$ cat src/rtl/core/s2a_pkg.sv
package s2a_pkg;

  localparam int TABLE_ENTRIES = 90;
  localparam int MAP_ENTRIES   = 90;

  typedef enum logic [1:0] {
    KIND_NONE = 2'd0,
    KIND_CHAR = 2'd1,
    KIND_TAB  = 2'd2,
    KIND_LED  = 2'd3
  } kind_t;

  localparam logic [6:0] CODE_LSHIFT = 7'h2A;
  localparam logic [6:0] CODE_RSHIFT = 7'h36;
  localparam logic [6:0] CODE_CTRL   = 7'h1D;
  localparam logic [6:0] CODE_ALT    = 7'h38;
  localparam logic [6:0] CODE_CAPS   = 7'h3A;
  localparam logic [6:0] CODE_NUM    = 7'h45;
  localparam logic [6:0] CODE_SCROLL = 7'h46;

  localparam logic [6:0] CHAR_TAB    = 7'd9;
  localparam logic [6:0] CASE_OFFSET = 7'd32;

  typedef struct packed {
    logic       data_ready;
    logic [7:0] scancode;
  } in_beat_t;

  typedef struct packed {
    kind_t      kind;
    logic [6:0] char_code;
    logic [2:0] led_bits;
    logic       ctrl_held;
    logic       alt_held;
  } out_beat_t;

  typedef struct packed {
    logic shift;
    logic ctrl;
    logic alt;
    logic caps;
    logic num;
    logic scroll;
  } flags_t;

  // What the front stage hands to the resolve stage with each beat.
  typedef struct packed {
    logic       lookup;
    logic       led_evt;
    logic [2:0] leds;
    logic       caps;
    logic       shift;
    logic       ctrl;
    logic       alt;
  } front_info_t;

  localparam logic [6:0] PLAIN_MAP [MAP_ENTRIES] = '{
    7'd0,   7'd0,   7'd49,  7'd50,  7'd51,  7'd52,  7'd53,  7'd54,
    7'd55,  7'd56,  7'd57,  7'd48,  7'd45,  7'd61,  7'd8,   7'd9,
    7'd113, 7'd119, 7'd101, 7'd114, 7'd116, 7'd121, 7'd117, 7'd105,
    7'd111, 7'd112, 7'd91,  7'd93,  7'd10,  7'd0,   7'd97,  7'd115,
    7'd100, 7'd102, 7'd103, 7'd104, 7'd106, 7'd107, 7'd108, 7'd59,
    7'd39,  7'd96,  7'd0,   7'd92,  7'd122, 7'd120, 7'd99,  7'd118,
    7'd98,  7'd110, 7'd109, 7'd44,  7'd46,  7'd47,  7'd0,   7'd42,
    7'd0,   7'd32,  7'd0,   7'd0,   7'd0,   7'd0,   7'd0,   7'd0,
    7'd0,   7'd0,   7'd0,   7'd0,   7'd0,   7'd0,   7'd0,   7'd55,
    7'd56,  7'd57,  7'd45,  7'd52,  7'd53,  7'd54,  7'd43,  7'd49,
    7'd50,  7'd51,  7'd48,  7'd46,  7'd0,   7'd0,   7'd0,   7'd0,
    7'd0,   7'd0
  };

  localparam logic [6:0] SHIFT_MAP [MAP_ENTRIES] = '{
    7'd0,   7'd0,   7'd33,  7'd64,  7'd35,  7'd36,  7'd37,  7'd94,
    7'd38,  7'd42,  7'd40,  7'd41,  7'd95,  7'd43,  7'd8,   7'd9,
    7'd81,  7'd87,  7'd69,  7'd82,  7'd84,  7'd89,  7'd85,  7'd73,
    7'd79,  7'd80,  7'd123, 7'd125, 7'd10,  7'd0,   7'd65,  7'd83,
    7'd68,  7'd70,  7'd71,  7'd72,  7'd74,  7'd75,  7'd76,  7'd58,
    7'd34,  7'd126, 7'd0,   7'd124, 7'd90,  7'd88,  7'd67,  7'd86,
    7'd66,  7'd78,  7'd77,  7'd60,  7'd62,  7'd63,  7'd0,   7'd42,
    7'd0,   7'd32,  7'd0,   7'd0,   7'd0,   7'd0,   7'd0,   7'd0,
    7'd0,   7'd0,   7'd0,   7'd0,   7'd0,   7'd0,   7'd0,   7'd55,
    7'd56,  7'd57,  7'd45,  7'd52,  7'd53,  7'd54,  7'd43,  7'd49,
    7'd50,  7'd51,  7'd48,  7'd46,  7'd0,   7'd0,   7'd0,   7'd0,
    7'd0,   7'd0
  };

  // Address is {shift, key code}; codes past the table read as zero.
  function automatic logic [6:0] keymap_entry(input logic [7:0] addr);
    logic [6:0] code;
    logic [6:0] val;
    code = addr[6:0];
    val  = 7'd0;
    if ((code < 7'(MAP_ENTRIES)) && ({1'b0, code} < 8'(TABLE_ENTRIES))) begin
      val = addr[7] ? SHIFT_MAP[code] : PLAIN_MAP[code];
    end
    return val;
  endfunction

endpackage

$ cat src/rtl/core/s2a_keymap_rom.sv
module s2a_keymap_rom (
  input  logic       clk,
  input  logic       rd_en,
  input  logic [7:0] rd_addr,
  output logic [6:0] rd_data
);
  import s2a_pkg::*;

  logic [6:0] rd_data_r;

  // Synchronous ROM: the entry is registered, shows in the cycle after the address
  // and holds until the next read.
  always_ff @(posedge clk) begin
    if (rd_en) begin
      rd_data_r <= keymap_entry(rd_addr);
    end
  end

  assign rd_data = rd_data_r;

endmodule

$ cat src/rtl/core/s2a_flag_unit.sv
module s2a_flag_unit (
  input  logic                  clk,
  input  logic                  rst_n,
  input  logic                  accept,
  input  s2a_pkg::in_beat_t     beat,
  output s2a_pkg::front_info_t  info,
  output logic [7:0]            rom_addr
);
  import s2a_pkg::*;

  flags_t     flags_r;
  flags_t     flags_nxt;
  logic       released;
  logic [6:0] code;
  logic       lookup;
  logic       led_evt;

  assign released = beat.scancode[7];
  assign code     = beat.scancode[6:0];

  always_comb begin
    flags_nxt = flags_r;
    lookup    = 1'b0;
    led_evt   = 1'b0;
    if (beat.data_ready) begin
      case (code)
        CODE_LSHIFT, CODE_RSHIFT: begin
          flags_nxt.shift = !released;
        end
        CODE_CTRL: begin
          flags_nxt.ctrl = !released;
        end
        CODE_ALT: begin
          flags_nxt.alt = !released;
        end
        CODE_CAPS, CODE_NUM, CODE_SCROLL: begin
          // Lock keys toggle on press only; a release does nothing.
          if (!released) begin
            led_evt = 1'b1;
            if (code == CODE_CAPS) begin
              flags_nxt.caps = !flags_r.caps;
            end else if (code == CODE_NUM) begin
              flags_nxt.num = !flags_r.num;
            end else begin
              flags_nxt.scroll = !flags_r.scroll;
            end
          end
        end
        default: begin
          lookup = !released;
        end
      endcase
    end
  end

  always_comb begin
    info.lookup  = lookup;
    info.led_evt = led_evt;
    info.leds    = {flags_nxt.caps, flags_nxt.num, flags_nxt.scroll};
    info.caps    = flags_r.caps;
    info.shift   = flags_r.shift;
    info.ctrl    = flags_nxt.ctrl;
    info.alt     = flags_nxt.alt;
  end

  assign rom_addr = {flags_r.shift, code};

  always_ff @(posedge clk) begin
    if (!rst_n) begin
      flags_r <= '0;
    end else if (accept) begin
      flags_r <= flags_nxt;
    end
  end

endmodule

$ cat src/rtl/core/scancode_to_ascii_decoder_top.sv
// Set-1 keyboard scancode to ASCII decoder.
//
// Input channel (in_valid / in_stall / in_beat): one raw scancode byte per
// beat with its data-ready bit. Output channel (out_valid / out_stall /
// out_beat): exactly one result beat for every input beat, in order.
//
// A beat accepted into the lookup stage moves on to the output register,
// which drives out_valid. Throughput: one beat per cycle while the output
// is not stalled, set by the single read port of the keymap ROM, which is
// addressed in the accept cycle and read in the next.
//
// Modifier and lock flags update at the accept edge, so back-to-back beats
// always see the flags left by the beat before.
// While out_stall holds a result, one more beat is taken into the lookup
// stage; after that in_stall rises until the output drains.
// Reset (rst_n low, synchronous) clears all flags and empties both stages.
module scancode_to_ascii_decoder_top (
  input  logic                clk,
  input  logic                rst_n,
  input  logic                in_valid,
  output logic                in_stall,
  input  s2a_pkg::in_beat_t   in_beat,
  output logic                out_valid,
  input  logic                out_stall,
  output s2a_pkg::out_beat_t  out_beat
);
  import s2a_pkg::*;

  logic        in_accept;
  logic        adv;
  front_info_t info;
  logic [7:0]  rom_addr;
  logic [6:0]  rom_data;

  logic        s1_valid_r;
  front_info_t s1_info_r;
  logic        out_valid_r;
  out_beat_t   out_beat_r;

  logic [6:0]  ch;
  out_beat_t   res;

  assign adv       = !out_valid_r || !out_stall;
  assign in_stall  = s1_valid_r && !adv;
  assign in_accept = in_valid && !in_stall;

  s2a_flag_unit u_flags (
    .clk      (clk),
    .rst_n    (rst_n),
    .accept   (in_accept),
    .beat     (in_beat),
    .info     (info),
    .rom_addr (rom_addr)
  );

  s2a_keymap_rom u_rom (
    .clk     (clk),
    .rd_en   (in_accept),
    .rd_addr (rom_addr),
    .rd_data (rom_data)
  );

  // Caps lock uppercases letters; with shift held it flips them back.
  always_comb begin
    ch = rom_data;
    if (s1_info_r.caps && (rom_data inside {[7'd97:7'd122]})) begin
      ch = rom_data - CASE_OFFSET;
    end else if (s1_info_r.caps && s1_info_r.shift &&
                 (rom_data inside {[7'd65:7'd90]})) begin
      ch = rom_data + CASE_OFFSET;
    end
  end

  always_comb begin
    res.kind      = KIND_NONE;
    res.char_code = 7'd0;
    res.led_bits  = 3'd0;
    res.ctrl_held = s1_info_r.ctrl;
    res.alt_held  = s1_info_r.alt;
    if (s1_info_r.led_evt) begin
      res.kind     = KIND_LED;
      res.led_bits = s1_info_r.leds;
    end else if (s1_info_r.lookup) begin
      if (ch == CHAR_TAB) begin
        res.kind = KIND_TAB;
      end else if (ch != 7'd0) begin
        res.kind      = KIND_CHAR;
        res.char_code = ch;
      end
    end
  end

  always_ff @(posedge clk) begin
    if (!rst_n) begin
      s1_valid_r  <= 1'b0;
      out_valid_r <= 1'b0;
    end else begin
      if (adv) begin
        out_valid_r <= s1_valid_r;
      end
      if (in_accept) begin
        s1_valid_r <= 1'b1;
      end else if (adv) begin
        s1_valid_r <= 1'b0;
      end
    end
  end

  always_ff @(posedge clk) begin
    if (in_accept) begin
      s1_info_r <= info;
    end
    if (adv && s1_valid_r) begin
      out_beat_r <= res;
    end
  end

  assign out_valid = out_valid_r;
  assign out_beat  = out_beat_r;

endmodule

$ cat config.mk
export PLATFORM = sky130hd
export DESIGN_NAME = scancode_to_ascii_decoder_top
export DESIGN_NICKNAME = d
export VERILOG_FILES = /design/src/rtl/core/s2a_pkg.sv /design/src/rtl/core/s2a_keymap_rom.sv /design/src/rtl/core/s2a_flag_unit.sv /design/src/rtl/core/scancode_to_ascii_decoder_top.sv
export SDC_FILE = /design/constraint.sdc
export NUM_CORES = 1
export LEC_CHECK = 0
export BUFFER_PORTS_ARGS = -buffer_cell sky130_fd_sc_hd__buf_2
export CORE_MARGIN = 4
export CORE_UTILIZATION = 50
export CTS_CLUSTER_SIZE = 8
export DETAILED_ROUTE_END_ITERATION = 10
export PLACE_DENSITY = 0.69
export SLEW_MARGIN = 25
export SYNTH_ARGS = -nofsm -noshare
export SYNTH_HDL_FRONTEND = slang
export SYNTH_SLANG_ARGS = --single-unit
$ cat constraint.sdc
create_clock -name clk -period 3.4 [get_ports clk]
set_input_delay 0.51 -clock clk [delete_from_list [all_inputs] [get_ports clk]]
set_output_delay 0.51 -clock clk [all_outputs]
set_load 0.005 [all_outputs]
After elaboration in Yosys (flattened, before gate mapping)

Memories as Yosys holds them, arrays and structs flattened.
Index checks and enable logic that the tools add are counted.

Memory bits (read-only): 1,792
Input port bits: 13
Word-level logic and storage cells: 93
Memories: 2
Register bits after elaboration: 38
Output and inout bits: 16

Memories:

| name             | depth | width | read ports | clocked after Yosys merged registers in | write ports | line          | source |
|---|---|---|---|---|---|---|---|
| (name not given) | 128   | 7     | 1          | 0                                       | 0           | s2a_pkg.sv:94 | `val = addr[7] ? SHIFT_MAP[code] : PLAIN_MAP[code];` |
| (name not given) | 128   | 7     | 1          | 0                                       | 0           | s2a_pkg.sv:94 |  |

Reductions and logical operators: 26
Equal/unequal tests: 8
Order comparisons: 7
Add/sub/neg operators: 2
Muxes and demuxes: 23
Bitwise logic cells: 4

Operators with widths:

| operator            | number |
|---|---|
| $mux 7              | 8 |
| $eq 7x6->1 const B  | 4 |
| $eq 7x7->1 const B  | 2 |
| $ge 7x7->1 const B  | 2 |
| $le 7x7->1 const B  | 2 |
| $lt 7x7->1 const B  | 2 |
| $logic_and 1x1->1   | 9 |
| $mux 9              | 1 |
| $ge 8x8->1 const B  | 1 |
| $logic_not 1->1     | 8 |
| $mux 1              | 8 |
| $mux 8              | 1 |
| $not 7->8           | 1 |
| $reduce_or 8->1     | 1 |
| $add 7x6->7 const B | 1 |
| $eq 7x4->1 const B  | 1 |
| $eq 7x5->1 const B  | 1 |
| $reduce_bool 7->1   | 1 |
| $sub 7x6->7 const B | 1 |
| $mux 3              | 2 |
| $mux 5              | 1 |
| $mux 2              | 2 |
| $reduce_or 4->1     | 1 |
| $not 1->1           | 3 |
| 6 further kinds     | 6 |

Depth between registers and ports, before layout

Gate-level depths: netlist (run 1).

Depth in word-level cells: 9
Mapped depth: 10

Modules after synthesis

A second synthesis (run 1) with hierarchy kept.

Cells, all modules: 377
Area total of the unflattened synthesis: 3,428.3 sq um

Modules (own cells, without submodules):

| module                        | cells an instance | times used | area each (sq um) |
|---|---|---|---|
| s2a_keymap_rom                | 210               | 1          | 1,634.1 |
| scancode_to_ascii_decoder_top | 90                | 1          | 1,158.6 |
| s2a_flag_unit                 | 77                | 1          | 635.6 |

Least setup slack after synthesis (run 1)

Ideal clock, no wire load.

Path type: in2reg
Start point: input in_beat[0] (netlist bit)
End point: register u_rom.rd_data_r[5], in the netlist u_rom.rd_data[5] (data pin)
Data arrival time: 2.268 ns
Path buffers: 2
Stages on the path: 9
Slack: 1.002 ns
Cell sequence: clkbuf_1 > inv_1 > ha_1 > clkbuf_1 > nor2_1 > a21oi_1 > mux4_2 > a21oi_1 > o21a_1

Cells in the longest elaborated chain, start to end: 5

RTL lines:

| element                                   | line                                | source |
|---|---|---|
| start, declared                           | scancode_to_ascii_decoder_top.sv:22 | `input s2a_pkg::in_beat_t in_beat,` |
| $not 7->8 (not written as such)           | s2a_pkg.sv:94                       |  |
| $mem_v2 128x7                             | -                                   |  |
| $mux 7 (not written as such) (2 in a row) | s2a_pkg.sv:94                       |  |
| $mux 7                                    | s2a_pkg.sv:94                       |  |
| end signal, assigned                      | s2a_keymap_rom.sv:15                | `rd_data_r <= keymap_entry(rd_addr);` |
| end, declared                             | s2a_keymap_rom.sv:9                 | `logic [6:0] rd_data_r;` |

Several ways; a longest one is shown, not always the timed one. The select of a mux whose other input is x is not followed.
A chain may end at the register's enable or synchronous reset.

Final worst setup path (run 1)

Start point: register u_rom.rd_data_r[3], in the netlist u_rom.rd_data[3]
End point: register out_beat_r, in the netlist out_beat[13] (data pin)

Cells in the longest elaborated chain, start to end: 8

RTL lines:

| element                                         | line                                 | source |
|---|---|---|
| $ge 7x7->1 / $le 7x7->1 (equally long branches) | scancode_to_ascii_decoder_top.sv:69  | `(rom_data inside {[7'd65:7'd90]})) begin` |
| $logic_and 1x1->1                               | scancode_to_ascii_decoder_top.sv:69  |  |
| $logic_and 1x1->1                               | scancode_to_ascii_decoder_top.sv:68  | `end else if (s1_info_r.caps && s1_info_r.shift &&` |
| $mux 7                                          | scancode_to_ascii_decoder_top.sv:68  |  |
| $mux 7 *                                        | scancode_to_ascii_decoder_top.sv:66  | `if (s1_info_r.caps && (rom_data inside {[7'd97:7'd122]})) begin` |
| $eq 7x4->1 *                                    | scancode_to_ascii_decoder_top.sv:84  | `if (ch == CHAR_TAB) begin` |
| $mux 2 *                                        | scancode_to_ascii_decoder_top.sv:84  |  |
| $mux 9 *                                        | scancode_to_ascii_decoder_top.sv:83  | `end else if (s1_info_r.lookup) begin` |
| end signal, assigned                            | scancode_to_ascii_decoder_top.sv:114 | `out_beat_r <= res;` |
| end, declared                                   | scancode_to_ascii_decoder_top.sv:38  | `out_beat_t out_beat_r;` |

Every way passes the cells marked *; elsewhere a longest branch is shown, timed or not.

==> run_results.csv, run 1 <==
group,metric,value,unit
sta,fin_tns_setup,0,ns
floorplanning,initial_core_util,53.0,%
final_layout,fin_nets,391,
global_routing,grt_usage,20.8,%
floorplanning,dieArea,0.00732,mm2
worst_setup_path,arrival,2.64,ns
clock_network,htreeDepth,2,
floorplanning,fp.dieH,85.5,um
clock_network,cts_resized,0,
global_routing,grt_overflow_total,0,
worst_setup_path,r2r-start,"u_rom.rd_data[3]",
flow_run,maxCapViolations,0,
logic_synthesis,syn_nets,379,
place,routabilityCongestion,0.971,
pwr,cellLeakagePower,1.30,nW
worst_hold_path,hold_class,"register to register",
sta,setup_viol,0,
drt,dr.pass1.iters,5,
global_routing,grt_pass1_vias,2518,
logic_synthesis,synth-edff-count,30,
worst_setup_path,critPathRequiredTime,3.44,ns
logic_synthesis,syn_area,0.00301,mm2
final_layout,layout-drive-gt1-share,13.7,%
clock_network,cts_buffers,5,
worst_setup_path,critPathLaunchType,"register",
logic_synthesis,synth_most_common_cell,"nand2_1",
worst_setup_path,worst-setup-path-type,"register to register",
worst_setup_path,cp-end-kind,"register",
sta,slew_headroom,33.2,%
logic_synthesis,synth-async-reset-ratio,0,%
clock_network,clock-sinks,38,
logic_synthesis,ys_warn_count,0,
place,io_buffers,28,
drt,drt-initial-drc-count,198,
final_layout,areaGrowthSynthToFinish,9.58,%
pwr,power,1.25,mW
status,status,"finished clean",
clock_network,cts_hold_buf,0,
pwr,peakVddDrop,269,uV
logic_synthesis,yosys-top-cells-count,"37 x nand2_1, 30 x edfxtp_1, 27 x a21oi_1",
place,dp_hpwl,5.44,mm
floorplanning,core-area,0.00568,mm2
sta,fin_crit_sh,76.6,%
sta,hold-worst-slack,0.432,ns
floorplanning,die_width,85.5,um
logic_synthesis,synth.top_cell.area_share,30.0,%
sta,period_needed,2.60,ns
global_routing,grt_max_degree,65,
sta,fmax,0.384,GHz
clock_network,post_cts_buffers,0,
worst_setup_path,slowest_delay,0.61,ns
drt,antenna_left,0,
final_layout,final_cells,437,
drt,vias,2757,
global_routing,grt_antenna_before_repair,0,
place,place_inst,429,
sta,rsz0062_at_grt,"no",
worst_setup_path,critPathMaxFanout,8,
floorplanning,row_count,27,
logic_synthesis,ys_seq_area_share,35.3,%
logic_synthesis,synth_area_leaders,"edfxtp_1 30%, ha_1 5.8%, dfxtp_1 5.3%, nand2_1 4.6%, a21oi_1 4.5%",
final_layout,antennaDiodeCount,0,
place,dpl-instance-area,0.00316,mm2
floorplanning,ios,29,
worst_setup_path,crit_path_start,"u_rom.rd_data[3]",
worst_setup_path,cp_slowest_cell,"or4_4",
logic_synthesis,yosysUniqueCellTypes,52,
drt,vias_per_cell,6.31,
sta,hold_violations,0,
worst_setup_path,reg2reg_slack,0.80,ns
drt,detail_route.wl_per_cell,17.4,um
drt,drc_errors,0,
clock_network,cts_max_path_buffers,2,
logic_synthesis,ys_ff_latch,38,
logic_synthesis,synthFlopType,"edfxtp_1",
sta,fin_skew,0.00743,ns
clock_network,cts-root-buf,"clkbuf_8",
worst_setup_path,worstPathCellList,"or4_4 > o21a_1 > o311ai_4 > mux2i_1 > nand2_1 > a41o_1",
logic_synthesis,yosys.area.top_type,"edfxtp_1",
sta,tightestPinTransition,1.00,ns
global_routing,grt_pass1_wl,12.4,mm
worst_hold_path,hold_path_startpoint,"res[1]",
sta,slew_violations,0,
clock_network,cts_tree,"done",
logic_synthesis,syn_inst,352,
clock_network,clk_pin_slew_worst_paths,0.08,ns
clock_network,clock_latency,0.29,ns
drt,routed_wirelength,7.61,mm
logic_synthesis,synth_area_per_cell,8.54,um2
final_layout,fin_area,0.00329,mm2
pwr,p_per_area,379,mW/mm2
## metrics by stage
step / util [%] / worst slack, ns
after floorplan: - / 1.00
after global placement: 55.6 / 0.759
after detailed placement: 55.6 / 0.667
after CTS: 58.0 / 0.820
after global routing: 58.0 / 0.697
final: 58.0 / 0.797
## path summary, 6_finish.rpt
path                  end  cells after the start
max reg2reg  out_beat[13]                      6
min reg2reg   out_beat[1]                      0
min           out_beat[1]                      0
max          out_beat[13]                      6
## worst max-delay path, delay by kind of cell, from the launching register on
kind	cells	cell delay (ns)
and+or+nand+nor	2	0.75
AOI/OAI and AO/OA	3	0.75
muxes	1	0.31
DFF	1	0.54
## logic make-up after synthesis
logic type                 share of synthesized area (%)
xor gates and xnor gates                            2.04
muxes                                               4.87
DFF                                                 35.3
adders and majority gates                           6.16
AOI/OAI and AO/OA                                   23.5
and+or+nand+nor                                     22.9
buffers and inverters                               5.29
## where the power goes
part | leakage [nW] | total (mW) | internal (mW) | switching, mW
Sequential | 0.360 | 0.547 | 0.526 | 0.0210
Combinational | 0.875 | 0.241 | 0.0904 | 0.150
Clock | 0.0683 | 0.461 | 0.294 | 0.167
## cells in the final DEF (no fill, tap or decap), drive strengths merged, types with 3 or more instances in the layout
cell	synthesis	layout
nor3	15	15
inv	12	12
o31ai	3	3
a311oi	5	5
ha	14	14
buf	6	32
o32ai	4	4
nand3	9	9
or3	4	4
nor2b	8	8
and2	13	13
nand2b	11	11
nor2	23	23
xor2	5	5
nor4b	3	3
edfxtp	30	30
a211oi	3	3
mux2i	9	9
dfxtp	8	8
o211ai	10	10
nor4	3	3
a211o	3	3
nand2	37	37
o22ai	4	4
a21boi	4	4
o21ai	22	22
a21oi	27	27
clkbuf	21	5
o21a	4	4
a31oi	7	7
## state kept, by name (all words and copies together) (netlist names)
| name | count |
|---|---|
| u_flags.flags_r | 4 |
| out_valid | 1 |
| out_beat | 14 |
| u_flags.info | 2 |
| u_rom.rd_data | 7 |
| s1_valid_r | 1 |
| res | 2 |
| s1_info_r | 7 |
## layer usage
metal,part of all wire (%),vias to the layer above,GRT usage [%]
met4,2.3,0,7.91
met3,6.2,19,2.40
met1,43,1291,27.2
li1,-,1322,-
met2,49,125,35.2
met5,0,-,0
## area by class of cell
| cell class | count | area, um2 |
|---|---|---|
| Sequential cell | 38 | 1060 |
| Tap cell | 72 | 90.1 |
| Multi-Input combinational cell | 274 | 1790 |
| Timing Repair Buffer | 32 | 170 |
| Clock buffer | 5 | 68.8 |
| Clock inverter | 3 | 68.8 |
| Fill cell | 521 | 2380 |
| Inverter | 13 | 48.8 |
No activity file was read; power rests on OpenSTA's default activity.
==> run 2: changes to the inputs <==
- clock period: 3.4 -> 2.44 ns (I/O delays scaled with it)
==> run 2 against run 1 <==
  * Via count grew 2.7%
  * Worst hold slack got worse by 0.13 ns
  * Largest cell class unchanged
  * Largest power group unchanged
  * Die area unchanged
  * Wire length decreased by 3.5%
  * Critical path type unchanged
  * Final area is 3.8% higher
  * Register-to-register slack worse by 0.69 ns
  * Critical endpoint unchanged
==> run_results.csv, run 2 (synthesis gave the netlist of run 1 again) <==
group,metric,value,unit
status,status,"finished clean",
sta,slew_headroom,61.6,%
flow_run,maxCapViolations,0,
place,dp_hpwl,5.50,mm
drt,drc_errors,0,
final_layout,areaGrowthSynthToFinish,13.8,%
clock_network,clock_latency,0.28,ns
clock_network,cts_max_path_buffers,2,
clock_network,cts-root-buf,"clkbuf_8",
drt,vias_per_cell,6.21,
clock_network,htreeDepth,2,
drt,antenna_left,0,
worst_setup_path,worst-setup-path-type,"register to register",
clock_network,cts_tree,"done",
sta,tightestPinTransition,0.575,ns
clock_network,post_cts_buffers,0,
global_routing,grt_usage,19.9,%
clock_network,cts_buffers,5,
sta,fmax,0.428,GHz
sta,setup_viol,0,
floorplanning,core-area,0.00568,mm2
sta,period_needed,2.34,ns
pwr,cellLeakagePower,1.39,nW
final_layout,antennaDiodeCount,0,
pwr,peakVddDrop,261,uV
floorplanning,initial_core_util,53.0,%
place,routabilityCongestion,0.924,
global_routing,grt_overflow_total,0,
final_layout,fillCellCount,544,
final_layout,final_common_cell,"nand2_1",
place,place_ws,0.140,ns
drt,top_layer_used,"met4",
global_routing,grt_pass1_wl,11.9,mm
sta,fin_crit_sh,95.8,%
drt,wl_met2,3.57,mm
worst_setup_path,critPathMaxFanout,7,
drt,drt-met1-wl,3.11,mm
sta,hold_violations,0,
global_routing,grt_max_degree,48,
final_layout,layout-drive-gt1-share,18.0,%
drt,met3_length,500,um
floorplanning,row_count,27,
worst_setup_path,arrival,2.38,ns
worst_setup_path,slowest_delay,0.49,ns
worst_setup_path,critPathRequiredTime,2.48,ns
pwr,p_per_area,479,mW/mm2
sta,fin_skew,0.00512,ns
sta,postLayoutSetupSlackWorst,0.102,ns
sta,slew_violations,0,
final_layout,fin_nets,410,
final_layout,mostFrequentLayoutCells,"37 x nand2_1, 30 x edfxtp_1, 28 x buf_2",
drt,vias,2831,
place,io_buffers,28,
drt,detail_route.wl_per_cell,16.1,um
sta,hold-worst-slack,0.300,ns
final_layout,final_cells,456,
sta,fin_tns_setup,0,ns
global_routing,grt_antenna_before_repair,0,
global_routing,grt_pass1_vias,2549,
worst_setup_path,cp_slowest_cell,"edfxtp_1",
drt,drt-initial-drc-count,196,
worst_setup_path,worstPathCellList,"or4_4 > o21a_1 > o311ai_4 > mux2i_1 > nand2_1 > a41o_1",
worst_setup_path,cp-end-kind,"register",
clock_network,clock-sinks,38,
floorplanning,fp.dieH,85.5,um
worst_setup_path,critPathLaunchType,"register",
drt,routed_wirelength,7.34,mm
sta,rsz0062_at_grt,"no",
clock_network,clk_pin_slew_worst_paths,0.08,ns
place,place_inst,448,
worst_hold_path,hold_class,"primary input to register",
floorplanning,die_width,85.5,um
clock_network,cts_resized,0,
final_layout,largest_reg_flops,14,
floorplanning,ios,29,
drt,dr.pass1.iters,5,
clock_network,cts_hold_buf,0,
floorplanning,dieArea,0.00732,mm2
[run 2: cell count changes in the layout (fill, tap and decap cells not counted), sizes merged]
cell / before / now
bufinv: 2 / 1
clkinv: 2 / 3
buf: 32 / 51
[run 2: worst paths after layout]
check,start,end,slack (ns),depth (start not counted)
hold reg to reg,res[0],out_beat[0],0.42,0
setup / recovery,u_rom.rd_data[1],out_beat[13],0.10,6
setup reg to reg,u_rom.rd_data[1],out_beat[13],0.10,6
hold / removal,in_valid,s1_valid_r,0.30,2
[run 2: per-stage QoR]
step	power (mW)	instance area, um2	util, %
2_1_floorplan	1.01	3010	-
3_3_place_gp	1.12	3310	58.3
3_5_place_dp	1.13	3310	58.3
4_1_cts	1.65	3420	60.3
5_1_grt	1.73	3420	60.3
6_report	1.64	3420	60.3
[run 2: where the power goes]
group / switching, mW / total (mW) / internal [mW]
clock network: 0.219 / 0.519 / 0.301
logic: 0.219 / 0.368 / 0.149
registers: 0.0189 / 0.752 / 0.733
[run 2: cell type report]
class                           instances  area [um2]  area share [%]
Inverter                               13        48.8            1.43
Timing Repair Buffer                   51         325            9.51
Sequential cell                        38        1060            31.0
Tap cell                               72        90.1            2.63
Clock buffer                            5        68.8            2.01
Multi-Input combinational cell        274        1790            52.2
Clock inverter                          3        40.0            1.17
[run 2: layer usage]
layer | vias to the layer above | global-route usage, %
met3 | 14 | 2.59
met1 | 1318 | 25.7
met4 | 0 | 7.63
met5 | - | 0
li1 | 1362 | -
met2 | 137 | 33.7
[run 2: critical path, delay by kind of cell, from the launching register on]
family | cells | cell delay [ns]
AND/OR/NAND/NOR | 2 | 0.62
multiplexers | 1 | 0.29
AO/OA/AOI/OAI | 3 | 0.69
flip-flops | 1 | 0.49
==> run 3: changes to the inputs <==
- SYNTH_HIERARCHICAL: not set -> 1
==> run 3 against run 2 <==
  * Worst hold slack gained 0.0025 ns
  * Non-clock buffer count grew 1
  * Final area grew 7.6%
  * Critical endpoint is now out_beat[5]
  * Clock power shrank 17%
  * Critical path type unchanged
  * Area after synthesis grew 14%
  * First-iteration DRC count grew 3.6%
  * Sequential cell count is the same
  * Register-to-register slack lost 0.02 ns
  * Final cell count grew 4.8%
  * Combinational power grew 11%
  * Worst setup slack lost 0.021 ns
==> run_results.csv, run 3 <==
group,metric,value,unit
pwr,power.switching,463,uW
final_layout,layout-drive-gt1-share,21.9,%
pwr,p_int,1.12,mW
logic_synthesis,synth_most_common_cell,"edfxtp_1",
logic_synthesis,yosys.area.top_type,"edfxtp_1",
final_layout,fin_area,0.00368,mm2
logic_synthesis,syn_nets,406,
final_layout,mostFrequentLayoutCells,"30 x edfxtp_1, 29 x nand2_1, 28 x buf_2",
pwr,peakVddDrop,194,uV
sta,rsz0062_at_grt,"yes",
floorplanning,ios,29,
sta,tightestPinTransition,0.637,ns
global_routing,grt_usage,18.7,%
logic_synthesis,syn_inst,377,
final_layout,seq_area,0.00106,mm2
worst_setup_path,r2r-start,"u_rom/rd_data[2]",
final_layout,multi_input_area,0.00206,mm2
worst_setup_path,slowest_delay,0.55,ns
clock_network,cts_tree,"done",
worst_setup_path,r2r_cells,5,
sta,hold_violations,0,
worst_setup_path,cp_slowest_cell,"or4_4",
logic_synthesis,ys_warn_count,6,
clock_network,clock_latency,0.28,ns
clock_network,cts_hold_buf,0,
logic_synthesis,synth_area_leaders,"edfxtp_1 26%, ha_1 5.8%, dfxtp_1 4.7%, a21oi_1 3.8%, nand2_1 3.2%",
clock_network,clock-sinks,38,
pwr,power_frac_clock,27.2,%
floorplanning,core-area,0.00649,mm2
place,io_buffers,28,
logic_synthesis,ys_seq_area_share,30.9,%
floorplanning,initial_core_util,52.8,%
pwr,cellLeakagePower,1.40,nW
sta,fin_crit_sh,96.7,%
logic_synthesis,synth-edff-count,30,
worst_setup_path,cp-end-kind,"register",
floorplanning,fp.dieH,90.8,um
logic_synthesis,yosys-top-cells-count,"30 x edfxtp_1, 29 x nand2_1, 26 x a21oi_1",
logic_synthesis,synth.top_cell.area_share,26.3,%
clock_network,htreeDepth,2,
floorplanning,die_width,90.8,um
worst_setup_path,cp.buffers_inverters,0,
global_routing,grt_pass1_wl,12.9,mm
flow_run,maxCapViolations,0,
worst_setup_path,r2r_end,"out_beat[5]",
worst_setup_path,critPathRequiredTime,2.46,ns
sta,hold-worst-slack,0.302,ns
logic_synthesis,ys_ff_latch,38,
place,dpl-instance-area,0.00357,mm2
drt,routed_wirelength,7.84,mm
drt,dr.pass1.iters,6,
worst_setup_path,reg2reg_slack,0.08,ns
pwr,p_sw_share,29.2,%
clock_network,clk_pin_slew_worst_paths,0.07,ns
clock_network,cts_buffers,5,
final_layout,final_common_cell,"edfxtp_1",
worst_hold_path,hold_class,"primary input to register",
worst_setup_path,arrival,2.38,ns
drt,drc_errors,0,
final_layout,fillCellCount,559,
drt,vias_per_cell,6.19,
drt,antenna_left,0,
logic_synthesis,synth_area_per_cell,9.09,um2
drt,vias,2957,
sta,period_needed,2.36,ns
sta,slew_headroom,57.6,%
sta,fin_skew,0.00726,ns
place,routabilityCongestion,0.940,
drt,drt-initial-drc-count,203,
pwr,p_per_area,431,mW/mm2
worst_hold_path,hold-path-cell-count,2,
floorplanning,dieArea,0.00825,mm2
sta,slew_violations,0,
drt,detail_route.wl_per_cell,16.4,um
status,status,"finished clean",
clock_network,cts_max_path_buffers,2,
global_routing,grt_pass1_vias,2748,
sta,setup_viol,0,
worst_hold_path,hold_path_startpoint,"in_valid",
logic_synthesis,synthFlopType,"edfxtp_1",
global_routing,grt_overflow_total,0,
global_routing,grt_antenna_before_repair,0,
worst_hold_path,hold_end,"s1_valid_r",
worst_setup_path,worstPathCellList,"or4_4 > o31a_1 > or4_4 > o211ai_1 > a31oi_1",
pwr,seqPwrFrac,47.1,%
sta,fmax,0.424,GHz
worst_setup_path,critPathLaunchType,"register",
clock_network,cts-root-buf,"clkbuf_8",
worst_setup_path,crit_cells,5,
worst_setup_path,critPathMaxFanout,6,
final_layout,fin_nets,429,
logic_synthesis,synth-async-reset-ratio,0,%
final_layout,largest_reg_flops,14,
worst_setup_path,critPathTopFamily,"simple AND/OR/NAND/NOR gates",
logic_synthesis,yosysUniqueCellTypes,79,
final_layout,antennaDiodeCount,0,
pwr,power.share.combinational,25.6,%
place,dp_hpwl,5.82,mm
pwr,power,1.59,mW
global_routing,grt_max_degree,37,
final_layout,areaGrowthSynthToFinish,7.34,%
worst_setup_path,path_common_cell,"or4_4",
floorplanning,row_count,29,
logic_synthesis,syn_area,0.00343,mm2
worst_setup_path,worst-setup-path-type,"register to register",
[run 3: timing repair]
action                     CTS  global route
cloned                       0             0
resized for setup            1             1
setup endpoints to repair    1             5
pin swaps                    0             3
setup buffers                0             0
[run 3: how the worst max path moves through the flow]
stage / slack [ns] / to / startpoint
global placement: 0.01 / out_beat[13] / u_rom/rd_data[2]
finish: 0.08 / out_beat[5] / u_rom/rd_data[2]
detailed placement: 0.008 / out_beat[13] / u_rom/rd_data[1]
global route: -0.03 / out_beat[12] / u_rom/rd_data[2]
CTS: -0.005 / out_beat[5] / u_rom/rd_data[1]
floorplan: 0.02 / out_beat[5] / u_rom/rd_data[2]
[run 3: power groups by stage]
stage	Clock, mW	Combinational, mW	Sequential (mW)
2_1_floorplan	0	0.295	0.764
3_3_place_gp	0	0.393	0.762
3_5_place_dp	0	0.397	0.763
4_1_cts	0.447	0.400	0.748
5_1_grt	0.468	0.444	0.752
6_report	0.432	0.407	0.748
[run 3: per-layer routing]
layer,part of all wire [%],GRT usage (%),vias up
li1,-,-,1459
met1,43,23.2,1369
met2,49,32.5,111
met3,5.3,2.50,18
met4,2.3,8.04,0
met5,0,0,-
[run 3: area by class of cell]
| class | instances | area share [%] |
|---|---|---|
| clock buffer | 6 | 2.24 |
| inverter | 13 | 1.36 |
| multi-input combinational | 290 | 55.9 |
| tap | 77 | 2.62 |
| timing repair buffer | 52 | 8.70 |
| sequential | 38 | 28.8 |
| clock inverter | 2 | 0.340 |
[run 3: cell families after synthesis]
group                      Yosys count  synth area share, %
and+or+nand+nor                    150                 26.4
DFF                                 38                 30.9
muxes                                6                 2.48
adders and majority gates           16                 5.84
xor gates and xnor gates             8                 2.04
AOI/OAI and AO/OA                  110                 22.9
buffers and inverters               49                 9.38
[run 3: metrics by stage]
step	util, %	TNS, ns	setup slack (ns)	std cells
2_1_floorplan	-	0	0.0199	377
3_3_place_gp	55.0	0	0.0144	470
3_5_place_dp	55.0	0	0.00841	470
4_1_cts	56.6	-0.00542	-0.00542	478
5_1_grt	56.7	-0.0267	-0.0267	478
6_report	56.7	0	0.0817	478
